`src/rtl/core/wpf_pkg.sv`:
```
// shared types, constants and helpers of the waypoint path follower
`default_nettype none
package wpf_pkg;

    localparam int DIV_NW = 42;   // dividend width of the shared divider
    localparam int PER_W  = 19;   // divisor width, holds the loop period
    localparam int DIV_CW = 6;    // bit count width of the divider

    localparam int REG_NODE_COUNT = 0;
    localparam int REG_START      = 1;
    localparam int REG_NODE0      = 2;

    typedef struct packed {
        logic              start;
        logic [DIV_NW-1:0] num;
        logic [PER_W-1:0]  den;
        logic [DIV_CW-1:0] nbits;
    } t_div_req;

    typedef struct packed {
        logic              done;
        logic [DIV_NW-1:0] quo;
        logic [PER_W-1:0]  rem;
    } t_div_rsp;

    function automatic logic signed [23:0] node_x(input logic [63:0] v);
        return $signed(v[63:40]);
    endfunction

    function automatic logic signed [23:0] node_y(input logic [63:0] v);
        return $signed(v[39:16]);
    endfunction

    function automatic logic [15:0] node_dur(input logic [63:0] v);
        return v[15:0];
    endfunction

    function automatic logic signed [31:0] sat32(input logic signed [42:0] v);
        logic signed [42:0] hi;
        logic signed [42:0] lo;
        hi = 43'sd2147483647;
        lo = -43'sd2147483648;
        if (v > hi) return 32'sh7fffffff;
        if (v < lo) return 32'sh80000000;
        return v[31:0];
    endfunction

    function automatic logic signed [23:0] sat24(input logic signed [41:0] v);
        logic signed [41:0] hi;
        logic signed [41:0] lo;
        hi = 42'sd8388607;
        lo = -42'sd8388608;
        if (v > hi) return 24'sh7fffff;
        if (v < lo) return 24'sh800000;
        return v[23:0];
    endfunction

    function automatic logic signed [15:0] sat16(input logic signed [17:0] v);
        logic signed [17:0] hi;
        logic signed [17:0] lo;
        hi = 18'sd32767;
        lo = -18'sd32768;
        if (v > hi) return 16'sh7fff;
        if (v < lo) return 16'sh8000;
        return v[15:0];
    endfunction

endpackage
`default_nettype wire

```
`src/rtl/core/wpf_div.sv`:
```
// iterative restoring divider, one quotient bit per cycle
`default_nettype none
module wpf_div
    import wpf_pkg::*;
(
    input  wire logic     i_clk,
    input  wire logic     i_rst_n,
    input  wire t_div_req i_req,
    output t_div_rsp      o_rsp
);

    logic [DIV_NW-1:0] r_num;
    logic [PER_W-1:0]  r_den;
    logic [PER_W-1:0]  r_rem;
    logic [DIV_NW-1:0] r_quo;
    logic [DIV_CW-1:0] r_cnt;
    logic              r_busy;
    logic              r_done;

    logic              num_bit;
    logic [PER_W:0]    trial;
    logic              ge;

    always_comb begin
        num_bit = r_num[r_cnt - 1'b1];
        trial   = {r_rem, num_bit};
        ge      = (trial >= {1'b0, r_den});
    end

    always_ff @(posedge i_clk) begin
        if (!i_rst_n) begin
            r_busy <= 1'b0;
            r_done <= 1'b0;
            r_cnt  <= '0;
        end else begin
            r_done <= 1'b0;
            if (i_req.start) begin
                r_busy <= 1'b1;
                r_cnt  <= i_req.nbits;
            end else if (r_busy) begin
                r_cnt <= r_cnt - 1'b1;
                if (r_cnt == DIV_CW'(1)) begin
                    r_busy <= 1'b0;
                    r_done <= 1'b1;
                end
            end
        end
    end

    always_ff @(posedge i_clk) begin
        if (i_req.start) begin
            r_num <= i_req.num;
            r_den <= i_req.den;
            r_rem <= '0;
            r_quo <= '0;
        end else if (r_busy) begin
            r_quo <= {r_quo[DIV_NW-2:0], ge};
            r_rem <= ge ? PER_W'(trial - {1'b0, r_den}) : trial[PER_W-1:0];
        end
    end

    assign o_rsp.done = r_done;
    assign o_rsp.quo  = r_quo;
    assign o_rsp.rem  = r_rem;

endmodule
`default_nettype wire

```
`src/rtl/core/waypoint_path_follower.sv`:
```
// waypoint path follower top level: registers, sequencer, multiplier, output stage
// paths: fewer than two waypoints, a zero period or a zero phase and step skip the divider; a zero
//   step runs only the phase wrap; otherwise the segment walk, then a target and a velocity division per axis
// transactions: one at a time, no new tick is taken until the result is loaded; the
//   bit-serial shared divider does the phase wrap and each target and velocity division
// reset: synchronous active low; registers, position, velocity and phase clear
`default_nettype none
module waypoint_path_follower
    import wpf_pkg::*;
#(
    parameter int NODES = 6
) (
    input  wire logic                        i_clk,
    input  wire logic                        i_rst_n,
    // tick channel
    input  wire logic                        i_valid,
    output logic                             o_ready,
    input  wire logic [15:0]                 i_delta,
    // result channel
    output logic                             o_valid,
    input  wire logic                        i_ready,
    output logic signed [15:0]               o_pos_x,
    output logic signed [15:0]               o_pos_y,
    output logic signed [31:0]               o_vel_x,
    output logic signed [31:0]               o_vel_y,
    output logic                             o_period_fault,
    // register port
    input  wire logic                        psel,
    input  wire logic                        penable,
    input  wire logic                        pwrite,
    input  wire logic [$clog2((NODES+2)*8)-1:0] paddr,
    input  wire logic [63:0]                 pwdata,
    output logic [63:0]                      prdata,
    output logic                             pready
);

    localparam int AW = $clog2((NODES + 2) * 8);
    localparam int IW = AW - 3;
    localparam int KI = (NODES > 1) ? $clog2(NODES) : 1;
    localparam int KW = $clog2(NODES + 1);

    typedef enum logic [10:0] {
        S_IDLE = 11'b00000000001,
        S_MODW = 11'b00000000010,
        S_WALK = 11'b00000000100,
        S_MULT = 11'b00000001000,
        S_TGO  = 11'b00000010000,
        S_TDIV = 11'b00000100000,
        S_VGO  = 11'b00001000000,
        S_VDIV = 11'b00010000000,
        S_IMUL = 11'b00100000000,
        S_IADD = 11'b01000000000,
        S_OUT  = 11'b10000000000
    } t_state;

    // configuration registers
    logic [2:0]  r_node_count;
    logic [47:0] r_start;
    logic [63:0] r_node [NODES];

    // datapath state
    t_state             r_state, n_state;
    logic signed [23:0] r_pos_x, n_pos_x;
    logic signed [23:0] r_pos_y, n_pos_y;
    logic signed [31:0] r_vel_x, n_vel_x;
    logic signed [31:0] r_vel_y, n_vel_y;
    logic [23:0]        r_phase, n_phase;
    logic [15:0]        r_delta, n_delta;
    logic               r_fault, n_fault;
    logic [PER_W-1:0]   r_pt, n_pt;
    logic [KW-1:0]      r_k, n_k;
    logic signed [23:0] r_prev_x, n_prev_x;
    logic signed [23:0] r_prev_y, n_prev_y;
    logic [15:0]        r_d, n_d;
    logic               r_axis, n_axis;
    logic               r_neg, n_neg;
    logic signed [26:0] r_tgt, n_tgt;
    logic signed [49:0] r_prod;
    logic               r_out_valid, n_out_valid;
    logic signed [15:0] r_o_pos_x, r_o_pos_y;
    logic signed [31:0] r_o_vel_x, r_o_vel_y;
    logic               r_o_fault;

    logic               cfg_wr;
    logic [IW-1:0]      cfg_idx;
    logic [2:0]         n_use;
    logic [PER_W-1:0]   period;
    logic [24:0]        phase_sum;
    logic [63:0]        node_sel;
    logic signed [23:0] prev_sel;
    logic signed [23:0] next_sel;
    logic signed [23:0] pos_sel;
    logic signed [32:0] mul_a;
    logic signed [16:0] mul_b;
    logic signed [49:0] mul_p;
    logic [49:0]        prod_mag;
    logic [26:0]        diff_sh;
    logic signed [36:0] vnum;
    logic [36:0]        vnum_mag;
    logic [38:0]        inc_mag;
    logic signed [41:0] pos_sum;
    logic signed [26:0] q_tgt;
    logic signed [42:0] q_vel;
    logic [23:0]        rnd_mag_x, rnd_mag_y;
    logic [16:0]        rnd_x, rnd_y;
    logic               load_out;
    t_div_req           div_req;
    t_div_rsp           div_rsp;

    assign pready  = 1'b1;
    assign cfg_wr  = psel && penable && pwrite;
    assign cfg_idx = paddr[AW-1:3];

    // register reads
    always_comb begin
        prdata = '0;
        if (cfg_idx == IW'(REG_NODE_COUNT)) begin
            prdata = {61'd0, r_node_count};
        end else if (cfg_idx == IW'(REG_START)) begin
            prdata = {16'd0, r_start};
        end else begin
            for (int k = 0; k < NODES; k++) begin
                if (cfg_idx == IW'(REG_NODE0 + k)) begin
                    prdata = r_node[k];
                end
            end
        end
    end

    always_ff @(posedge i_clk) begin
        if (!i_rst_n) begin
            r_node_count <= '0;
            r_start      <= '0;
            for (int k = 0; k < NODES; k++) begin
                r_node[k] <= '0;
            end
        end else if (cfg_wr) begin
            if (cfg_idx == IW'(REG_NODE_COUNT)) begin
                r_node_count <= pwdata[2:0];
            end else if (cfg_idx == IW'(REG_START)) begin
                r_start <= pwdata[47:0];
            end
            for (int k = 0; k < NODES; k++) begin
                if (cfg_idx == IW'(REG_NODE0 + k)) begin
                    r_node[k] <= pwdata;
                end
            end
        end
    end

    // waypoints in use, saturated, and loop period over segments 1 .. n-1
    always_comb begin
        n_use  = (r_node_count > 3'(NODES)) ? 3'(NODES) : r_node_count;
        period = '0;
        for (int k = 1; k < NODES; k++) begin
            if (k < int'(n_use)) begin
                period = period + PER_W'(node_dur(r_node[k]));
            end
        end
    end

    assign phase_sum = {1'b0, r_phase} + 25'(i_delta);
    assign node_sel  = r_node[r_k[KI-1:0]];
    assign prev_sel  = r_axis ? r_prev_y : r_prev_x;
    assign next_sel  = r_axis ? node_y(node_sel) : node_x(node_sel);
    assign pos_sel   = r_axis ? r_pos_y : r_pos_x;

    // shared multiplier: segment interpolation or integration step
    always_comb begin
        if (r_state == S_MULT) begin
            mul_a = 33'(next_sel) - 33'(prev_sel);
            mul_b = {1'b0, r_pt[15:0]};
        end else begin
            mul_a = r_axis ? 33'(r_vel_y) : 33'(r_vel_x);
            mul_b = {1'b0, r_delta};
        end
        mul_p = mul_a * mul_b;
    end

    always_ff @(posedge i_clk) begin
        if (r_state == S_MULT || r_state == S_IMUL) begin
            r_prod <= mul_p;
        end
    end

    // magnitudes and signed quotients around the divider
    always_comb begin
        prod_mag = r_prod[49] ? 50'(-r_prod) : 50'(r_prod);
        diff_sh  = 27'(r_tgt - 27'(pos_sel));
        vnum     = $signed({diff_sh[26:0], 10'd0});
        vnum_mag = vnum[36] ? 37'(-vnum) : 37'(vnum);
        inc_mag  = 39'((prod_mag[48:0] + 49'd512) >> 10);
        pos_sum  = 42'(pos_sel) + (r_prod[49] ? -$signed({3'b0, inc_mag})
                                              : $signed({3'b0, inc_mag}));
        q_tgt    = r_neg ? -$signed({2'b0, div_rsp.quo[24:0]})
                         : $signed({2'b0, div_rsp.quo[24:0]});
        q_vel    = r_neg ? -$signed({1'b0, div_rsp.quo})
                         : $signed({1'b0, div_rsp.quo});
    end

    // sequencer
    always_comb begin
        n_state     = r_state;
        n_pos_x     = r_pos_x;
        n_pos_y     = r_pos_y;
        n_vel_x     = r_vel_x;
        n_vel_y     = r_vel_y;
        n_phase     = r_phase;
        n_delta     = r_delta;
        n_fault     = r_fault;
        n_pt        = r_pt;
        n_k         = r_k;
        n_prev_x    = r_prev_x;
        n_prev_y    = r_prev_y;
        n_d         = r_d;
        n_axis      = r_axis;
        n_neg       = r_neg;
        n_tgt       = r_tgt;
        n_out_valid = r_out_valid && !i_ready;
        load_out    = 1'b0;
        div_req     = '0;

        unique case (r_state)
            S_IDLE: begin
                if (i_valid) begin
                    n_delta = i_delta;
                    n_fault = 1'b0;
                    n_axis  = 1'b0;
                    if (n_use < 3'd2) begin
                        n_state = S_IMUL;
                    end else if (period == '0) begin
                        n_fault = 1'b1;
                        n_state = S_IMUL;
                    end else if (phase_sum == '0) begin
                        n_state = S_IMUL;
                    end else begin
                        // phase wrap: remainder of (s - 1) by the period
                        div_req.start = 1'b1;
                        div_req.num   = DIV_NW'(phase_sum - 25'd1);
                        div_req.den   = period;
                        div_req.nbits = DIV_CW'(25);
                        n_state       = S_MODW;
                    end
                end
            end
            S_MODW: begin
                if (div_rsp.done) begin
                    n_phase  = 24'(div_rsp.rem) + 24'd1;
                    n_pt     = div_rsp.rem + PER_W'(1);
                    n_k      = KW'(1);
                    n_prev_x = node_x(r_node[0]);
                    n_prev_y = node_y(r_node[0]);
                    n_state  = (r_delta == '0) ? S_IMUL : S_WALK;
                end
            end
            S_WALK: begin
                // one segment a cycle; zero-length segments fall through
                if (r_k >= KW'(n_use)) begin
                    n_state = S_IMUL;
                end else if (r_pt <= PER_W'(node_dur(node_sel))) begin
                    n_d     = node_dur(node_sel);
                    n_axis  = 1'b0;
                    n_state = S_MULT;
                end else begin
                    n_pt     = r_pt - PER_W'(node_dur(node_sel));
                    n_prev_x = node_x(node_sel);
                    n_prev_y = node_y(node_sel);
                    n_k      = r_k + KW'(1);
                end
            end
            S_MULT: begin
                n_state = S_TGO;
            end
            S_TGO: begin
                // rounded (next - prev) * pt / dur
                n_neg         = r_prod[49];
                div_req.start = 1'b1;
                div_req.num   = DIV_NW'(prod_mag[40:0]) + DIV_NW'(r_d >> 1);
                div_req.den   = PER_W'(r_d);
                div_req.nbits = DIV_CW'(42);
                n_state       = S_TDIV;
            end
            S_TDIV: begin
                if (div_rsp.done) begin
                    n_tgt   = 27'(prev_sel) + q_tgt;
                    n_state = S_VGO;
                end
            end
            S_VGO: begin
                // rounded (target - position) * 1024 / delta
                n_neg         = vnum[36];
                div_req.start = 1'b1;
                div_req.num   = DIV_NW'(vnum_mag) + DIV_NW'(r_delta >> 1);
                div_req.den   = PER_W'(r_delta);
                div_req.nbits = DIV_CW'(38);
                n_state       = S_VDIV;
            end
            S_VDIV: begin
                if (div_rsp.done) begin
                    if (r_axis) begin
                        n_vel_y = sat32(q_vel);
                        n_axis  = 1'b0;
                        n_state = S_IMUL;
                    end else begin
                        n_vel_x = sat32(q_vel);
                        n_axis  = 1'b1;
                        n_state = S_MULT;
                    end
                end
            end
            S_IMUL: begin
                n_state = S_IADD;
            end
            S_IADD: begin
                // position += rounded velocity * delta / 1024
                if (r_axis) begin
                    n_pos_y = sat24(pos_sum);
                    n_axis  = 1'b0;
                    n_state = S_OUT;
                end else begin
                    n_pos_x = sat24(pos_sum);
                    n_axis  = 1'b1;
                    n_state = S_IMUL;
                end
            end
            S_OUT: begin
                // wait here only while the previous result is still pending
                if (!r_out_valid || i_ready) begin
                    load_out    = 1'b1;
                    n_out_valid = 1'b1;
                    n_state     = S_IDLE;
                end
            end
            default: begin
                n_state = S_IDLE;
            end
        endcase

        // start position write reloads position; user writes it only while idle, not enforced
        if (cfg_wr && cfg_idx == IW'(REG_START)) begin
            n_pos_x = $signed(pwdata[47:24]);
            n_pos_y = $signed(pwdata[23:0]);
        end
    end

    always_ff @(posedge i_clk) begin
        if (!i_rst_n) begin
            r_state     <= S_IDLE;
            r_out_valid <= 1'b0;
            r_pos_x     <= '0;
            r_pos_y     <= '0;
            r_vel_x     <= '0;
            r_vel_y     <= '0;
            r_phase     <= '0;
            r_axis      <= 1'b0;
        end else begin
            r_state     <= n_state;
            r_out_valid <= n_out_valid;
            r_pos_x     <= n_pos_x;
            r_pos_y     <= n_pos_y;
            r_vel_x     <= n_vel_x;
            r_vel_y     <= n_vel_y;
            r_phase     <= n_phase;
            r_axis      <= n_axis;
        end
    end

    always_ff @(posedge i_clk) begin
        r_delta  <= n_delta;
        r_fault  <= n_fault;
        r_pt     <= n_pt;
        r_k      <= n_k;
        r_prev_x <= n_prev_x;
        r_prev_y <= n_prev_y;
        r_d      <= n_d;
        r_neg    <= n_neg;
        r_tgt    <= n_tgt;
    end

    // rounded position, halves away from zero
    always_comb begin
        rnd_mag_x = r_pos_x[23] ? 24'(-r_pos_x) : 24'(r_pos_x);
        rnd_mag_y = r_pos_y[23] ? 24'(-r_pos_y) : 24'(r_pos_y);
        rnd_x     = 17'((25'(rnd_mag_x) + 25'd128) >> 8);
        rnd_y     = 17'((25'(rnd_mag_y) + 25'd128) >> 8);
    end

    always_ff @(posedge i_clk) begin
        if (load_out) begin
            r_o_pos_x <= sat16(r_pos_x[23] ? -$signed({1'b0, rnd_x})
                                           : $signed({1'b0, rnd_x}));
            r_o_pos_y <= sat16(r_pos_y[23] ? -$signed({1'b0, rnd_y})
                                           : $signed({1'b0, rnd_y}));
            r_o_vel_x <= r_vel_x;
            r_o_vel_y <= r_vel_y;
            r_o_fault <= r_fault;
        end
    end

    wpf_div u_div (
        .i_clk   (i_clk),
        .i_rst_n (i_rst_n),
        .i_req   (div_req),
        .o_rsp   (div_rsp)
    );

    assign o_ready        = (r_state == S_IDLE);
    assign o_valid        = r_out_valid;
    assign o_pos_x        = r_o_pos_x;
    assign o_pos_y        = r_o_pos_y;
    assign o_vel_x        = r_o_vel_x;
    assign o_vel_y        = r_o_vel_y;
    assign o_period_fault = r_o_fault;

    // divider answers only arrive while the sequencer waits on one
    a_div_done: assert property (@(posedge i_clk) disable iff (!i_rst_n)
        div_rsp.done |-> (r_state == S_MODW || r_state == S_TDIV || r_state == S_VDIV))
        else $error("divider result outside a wait state");

    // an accepted tick makes the block busy
    a_busy: assert property (@(posedge i_clk) disable iff (!i_rst_n)
        (i_valid && o_ready) |=> !o_ready)
        else $error("ready right after accepting a tick");

    // a finished result never overwrites one still pending
    a_no_overwrite: assert property (@(posedge i_clk) disable iff (!i_rst_n)
        (r_state == S_OUT && o_valid && !i_ready) |=> (r_state == S_OUT))
        else $error("result stage overwritten while pending");

endmodule
`default_nettype wire

```
`config.mk`:
```
export PLATFORM = sky130hd
export DESIGN_NAME = waypoint_path_follower
export DESIGN_NICKNAME = d
export VERILOG_FILES = /design/src/rtl/core/wpf_pkg.sv /design/src/rtl/core/wpf_div.sv /design/src/rtl/core/waypoint_path_follower.sv
export SDC_FILE = /design/constraint.sdc
export NUM_CORES = 2
export LEC_CHECK = 0
export ABC_AREA = 1
export ABC_CLOCK_PERIOD_IN_PS = 12730
export BUFFER_PORTS_ARGS = -buffer_cell sky130_fd_sc_hd__buf_2
export CORE_UTILIZATION = 54
export CTS_CLUSTER_DIAMETER = 120
export DETAILED_ROUTE_END_ITERATION = 10
export PLACE_DENSITY = 0.71
export SLEW_MARGIN = 20
export SYNTH_ARGS = -nofsm -noshare
export SYNTH_HDL_FRONTEND = slang
export SYNTH_SLANG_ARGS = --single-unit
```
`constraint.sdc`:
```
create_clock -name i_clk -period 12.73 [get_ports i_clk]
set_input_delay 1.273 -clock i_clk [delete_from_list [all_inputs] [get_ports i_clk]]
set_output_delay 1.273 -clock i_clk [all_outputs]
set_load 0.005 [all_outputs]
```
==> results by group <==
Outcome
  • Status: complete, no violations

Setup path
  • Critical Path Slowest Stage Cell: dfxtp_4
  • Worst setup EP type: flop
  • CP Class: reg -> reg
  • Flop2flop setup slack: about 0.52 ns
  • Critical path arrival: about 13 ns
  • Most frequent CP cell: o21ai_0
  • CP startpoint kind: flop
  • Longest individual stage delay on the worst path: around 0.74 ns
  • Worst EP required: ~13 ns
  • CP Max Fanout: 86

Clocking
  • Depth of the CTS H-tree: 3
  • Root buffer cell: clkbuf_16
  • TritonCTS clock tree: done
  • Total clock sinks: a little under 1000
  • Setup bufs post-CTS: 0
  • Max Root-Sink Buffers: 3
  • TritonCTS buffer count: roughly 110
  • Clk_lat worst skew: approximately 0.83 ns
  • Register clock-pin slew on the reported worst setup and hold paths: ~0.06 ns

Drt
  • DR iter-0 viols: around 10000
  • Post-detailed-route wirelength per cell: 22.5 um
  • Total Routed Length: a little over 300000 um
  • DR vias/cell: about 6.0
  • Antenna-violating nets left: 0
  • Vias: 81000
  • Remaining DRCs: 0
  • Pre-antenna DRT Iters: 6

Placed design
  • Post-DP HPWL: approximately 230000 um
  • Number of buffers added on ports: about 250
  • Routability Congestion: 1.03
  • Setup Slack @ Placement: between 0.9 and 1 ns

Global route
  • Total grt overflow: 0
  • Initial antenna violation count: 19
  • First-pass GRT wire length: between 400000 and 500000 um
  • Tot GR Track Use: 37.1%
  • Number of global-route vias before repair: 76600
  • Largest net degree at the start of global routing: 109

Timing
  • Final hold violations: 0
  • Clk_skew: about 0.14 ns
  • Final Slew Violations: 0
  • Slack of the critical path: 0.516 ns
  • F_max: a little over 80 MHz
  • RSZ-0062 raised after global routing: no
  • Total Neg Setup Slack: 0 ns
  • Setup violators final: 0
  • Slew @ Worst Pin: between 1 and 1.5 ns
  • Period utilization: between 90 and 100%
  • Fin crit period: ~12 ns
  • Worst slew margin: roughly 14%

Final layout
  • Area growth syn-to-layout: 8.28%
  • Number of fill cells: 14200
  • Final nets: between 10000 and 15000
  • Layout cell share with drive strength beyond 1: 7.60%

Floorplan
  • DIE WIDTH: ~400 um
  • DIE AREA: between 150000 and 200000 sq um
  • Core area: roughly 160000 sq um
  • Top-Level Pins: ~260
  • # rows: between 100 and 150
  • Die H: 401 um
  • Starting Density: between 50 and 60%

Yosys
  • List of most frequent post-synthesis cells: nand2_1 (2348), inv_1 (1753), nor2_1 (1307), o21ai_0 (793), a21oi_1 (787)
  • Main flop type after synthesis: edfxtp_1
  • Syn Nets: about 12000
  • Post-synth top area share: approximately 25%
  • Area leader, netlist: edfxtp_1
  • Sequential element share of the synthesized area: between 30% and 40%
  • Fraction of registers with async set/reset: 0%
  • Syn. warnings: 0
  • Distinct cells, synth: 74
  • Synthesized flop and latch total: just under 1000
  • Post-Syn Area: 85800 sq um
  • Gate Count Post-Synth: roughly 11000
  • Most numerous cell in the Yosys netlist: nand2_1
  • Synth area leaders: edfxtp_1 (25%), fa_1 (12%), nand2_1 (10%)
  • Syn avg cell area: 7.55 sq um
  • EDFF count, synth: around 720

Power
  • VDD IR max: between 0.3 and 0.4 mV
  • PD cells: approximately 220 nW/um^2
  • Leak Pwr: between 40 and 50 nW

Hold path
  • Worst Hold Class: reg -> reg

Job
  • Max cap viols: 0
## critical path: cells and delay by family (launching register included)
kind	cells	cell delay, ns
flip-flops	1	0.74
XOR/XNOR	1	0.09
AND/OR/NAND/NOR	6	1.15
adder cells (fa/ha/maj)	8	3.84
AO/OA/AOI/OAI	18	4.36
buffers and inverters	8	1.60
## cell usage in the layout (no fill, tap or decap), types with 21 or more instances in the layout
master	instances
clkbuf_1	22
a21oi_1	786
xor2_1	294
inv_1	1746
xnor2_1	106
nor3_1	93
buf_4	126
nand3b_1	31
clkinv_1	36
o21ai_0	781
clkbuf_16	109
clkinv_2	22
fa_1	506
a221oi_1	56
buf_2	251
o211ai_1	56
nand2_1	2345
o21ai_1	51
a31oi_1	38
nand4_1	103
nand2_2	78
o21a_1	51
or2_2	59
a32oi_1	21
o31ai_1	24
o221ai_1	31
nor2_2	58
edfxtp_1	723
dfxtp_1	264
inv_2	37
o2111ai_1	35
nor2_1	1288
nor2_4	24
nand3_1	619
ha_1	385
## timing repair
action                                 CTS  global route
endpoints found under the hold margin    0             0
gates resized for setup                  0             1
hold buffers                             0             0
setup endpoints to repair                0             1
## per-layer routing
layer  track usage [%]  vias to the layer above  part of all wire [%]
li1                  -                    37000                     -
met4              22.5                       14                   6.9
met2              55.7                     4736                    43
met1              48.9                    38300                    39
met3              7.99                      868                    11
met5                 0                        -                 0.027
## power breakdown
part | leakage, nW | switching [mW] | internal, mW
logic | 31.1 | 8.70 | 4.58
clock network | 1.80 | 1.45 | 1.87
registers | 8.90 | 0.173 | 4.11
## flip-flops by register name, indices dropped and copies added (netlist names), 19 cells and up, named ones only
| signal | cells |
|---|---|
| r_prev_x | 24 |
| o_vel_x | 32 |
| r_prod | 50 |
| r_vel_x | 32 |
| u_div.r_den | 19 |
| u_div.r_num | 42 |
| r_node | 384 |
| r_pos_x | 24 |
| r_vel_y | 32 |
| u_div.r_quo | 42 |
| r_prev_y | 24 |
| r_start | 48 |
| r_tgt | 27 |
| r_pos_y | 24 |
| r_pt | 19 |
| r_phase | 20 |
| o_vel_y | 32 |
| u_div.r_rem | 19 |
## stage by stage
stage / hold slack (ns) / power, mW / utilization (%) / cells / cell area [sq um]
after global routing: 0.437 / 22.6 / 59.2 / 13600 / 92900
final: 0.426 / 20.9 / 59.2 / 13600 / 92900
after global placement: 0.407 / 17.1 / 56.8 / 13400 / 89100
after floorplan: 0.400 / 13.9 / - / 11400 / 85800
after detailed placement: 0.410 / 17.4 / 56.8 / 13400 / 89100
after CTS: 0.423 / 20.7 / 59.1 / 13600 / 92800
## logic make-up (layout without fill, tap and decap cells)
kind of cell	count (synthesis)	after routing	synth area share [%]
multiplexers	1	1	0.0117
XOR/XNOR	403	403	4.14
adder cells (fa/ha/maj)	891	891	17.4
other	1	8	0.00437
flip-flops	991	991	31.6
AND/OR/NAND/NOR	4790	4790	23.6
buffers and inverters	2240	2396	9.99
AO/OA/AOI/OAI	2047	2047	13.3
## final cells by class
class	instances	area [sq um]	share of cell area [%]
tap	2058	2570	2.77
clock buffer	137	2890	3.11
sequential	991	27100	29.1
multi-input combinational	8133	50400	54.3
antenna	7	17.5	0.0189
timing repair buffer	381	2280	2.45
inverter	1809	6800	7.32
clock inverter	69	856	0.921
## path summary, 6_finish.rpt
kind / from / endpoint / cells past startpoint
min: r_fault / o_period_fault / 0
max reg2reg: flop / r_prod[44] / 41
max: flop / r_prod[44] / 41
min reg2reg: r_fault / o_period_fault / 0
(Power assumes the default switching activity.)
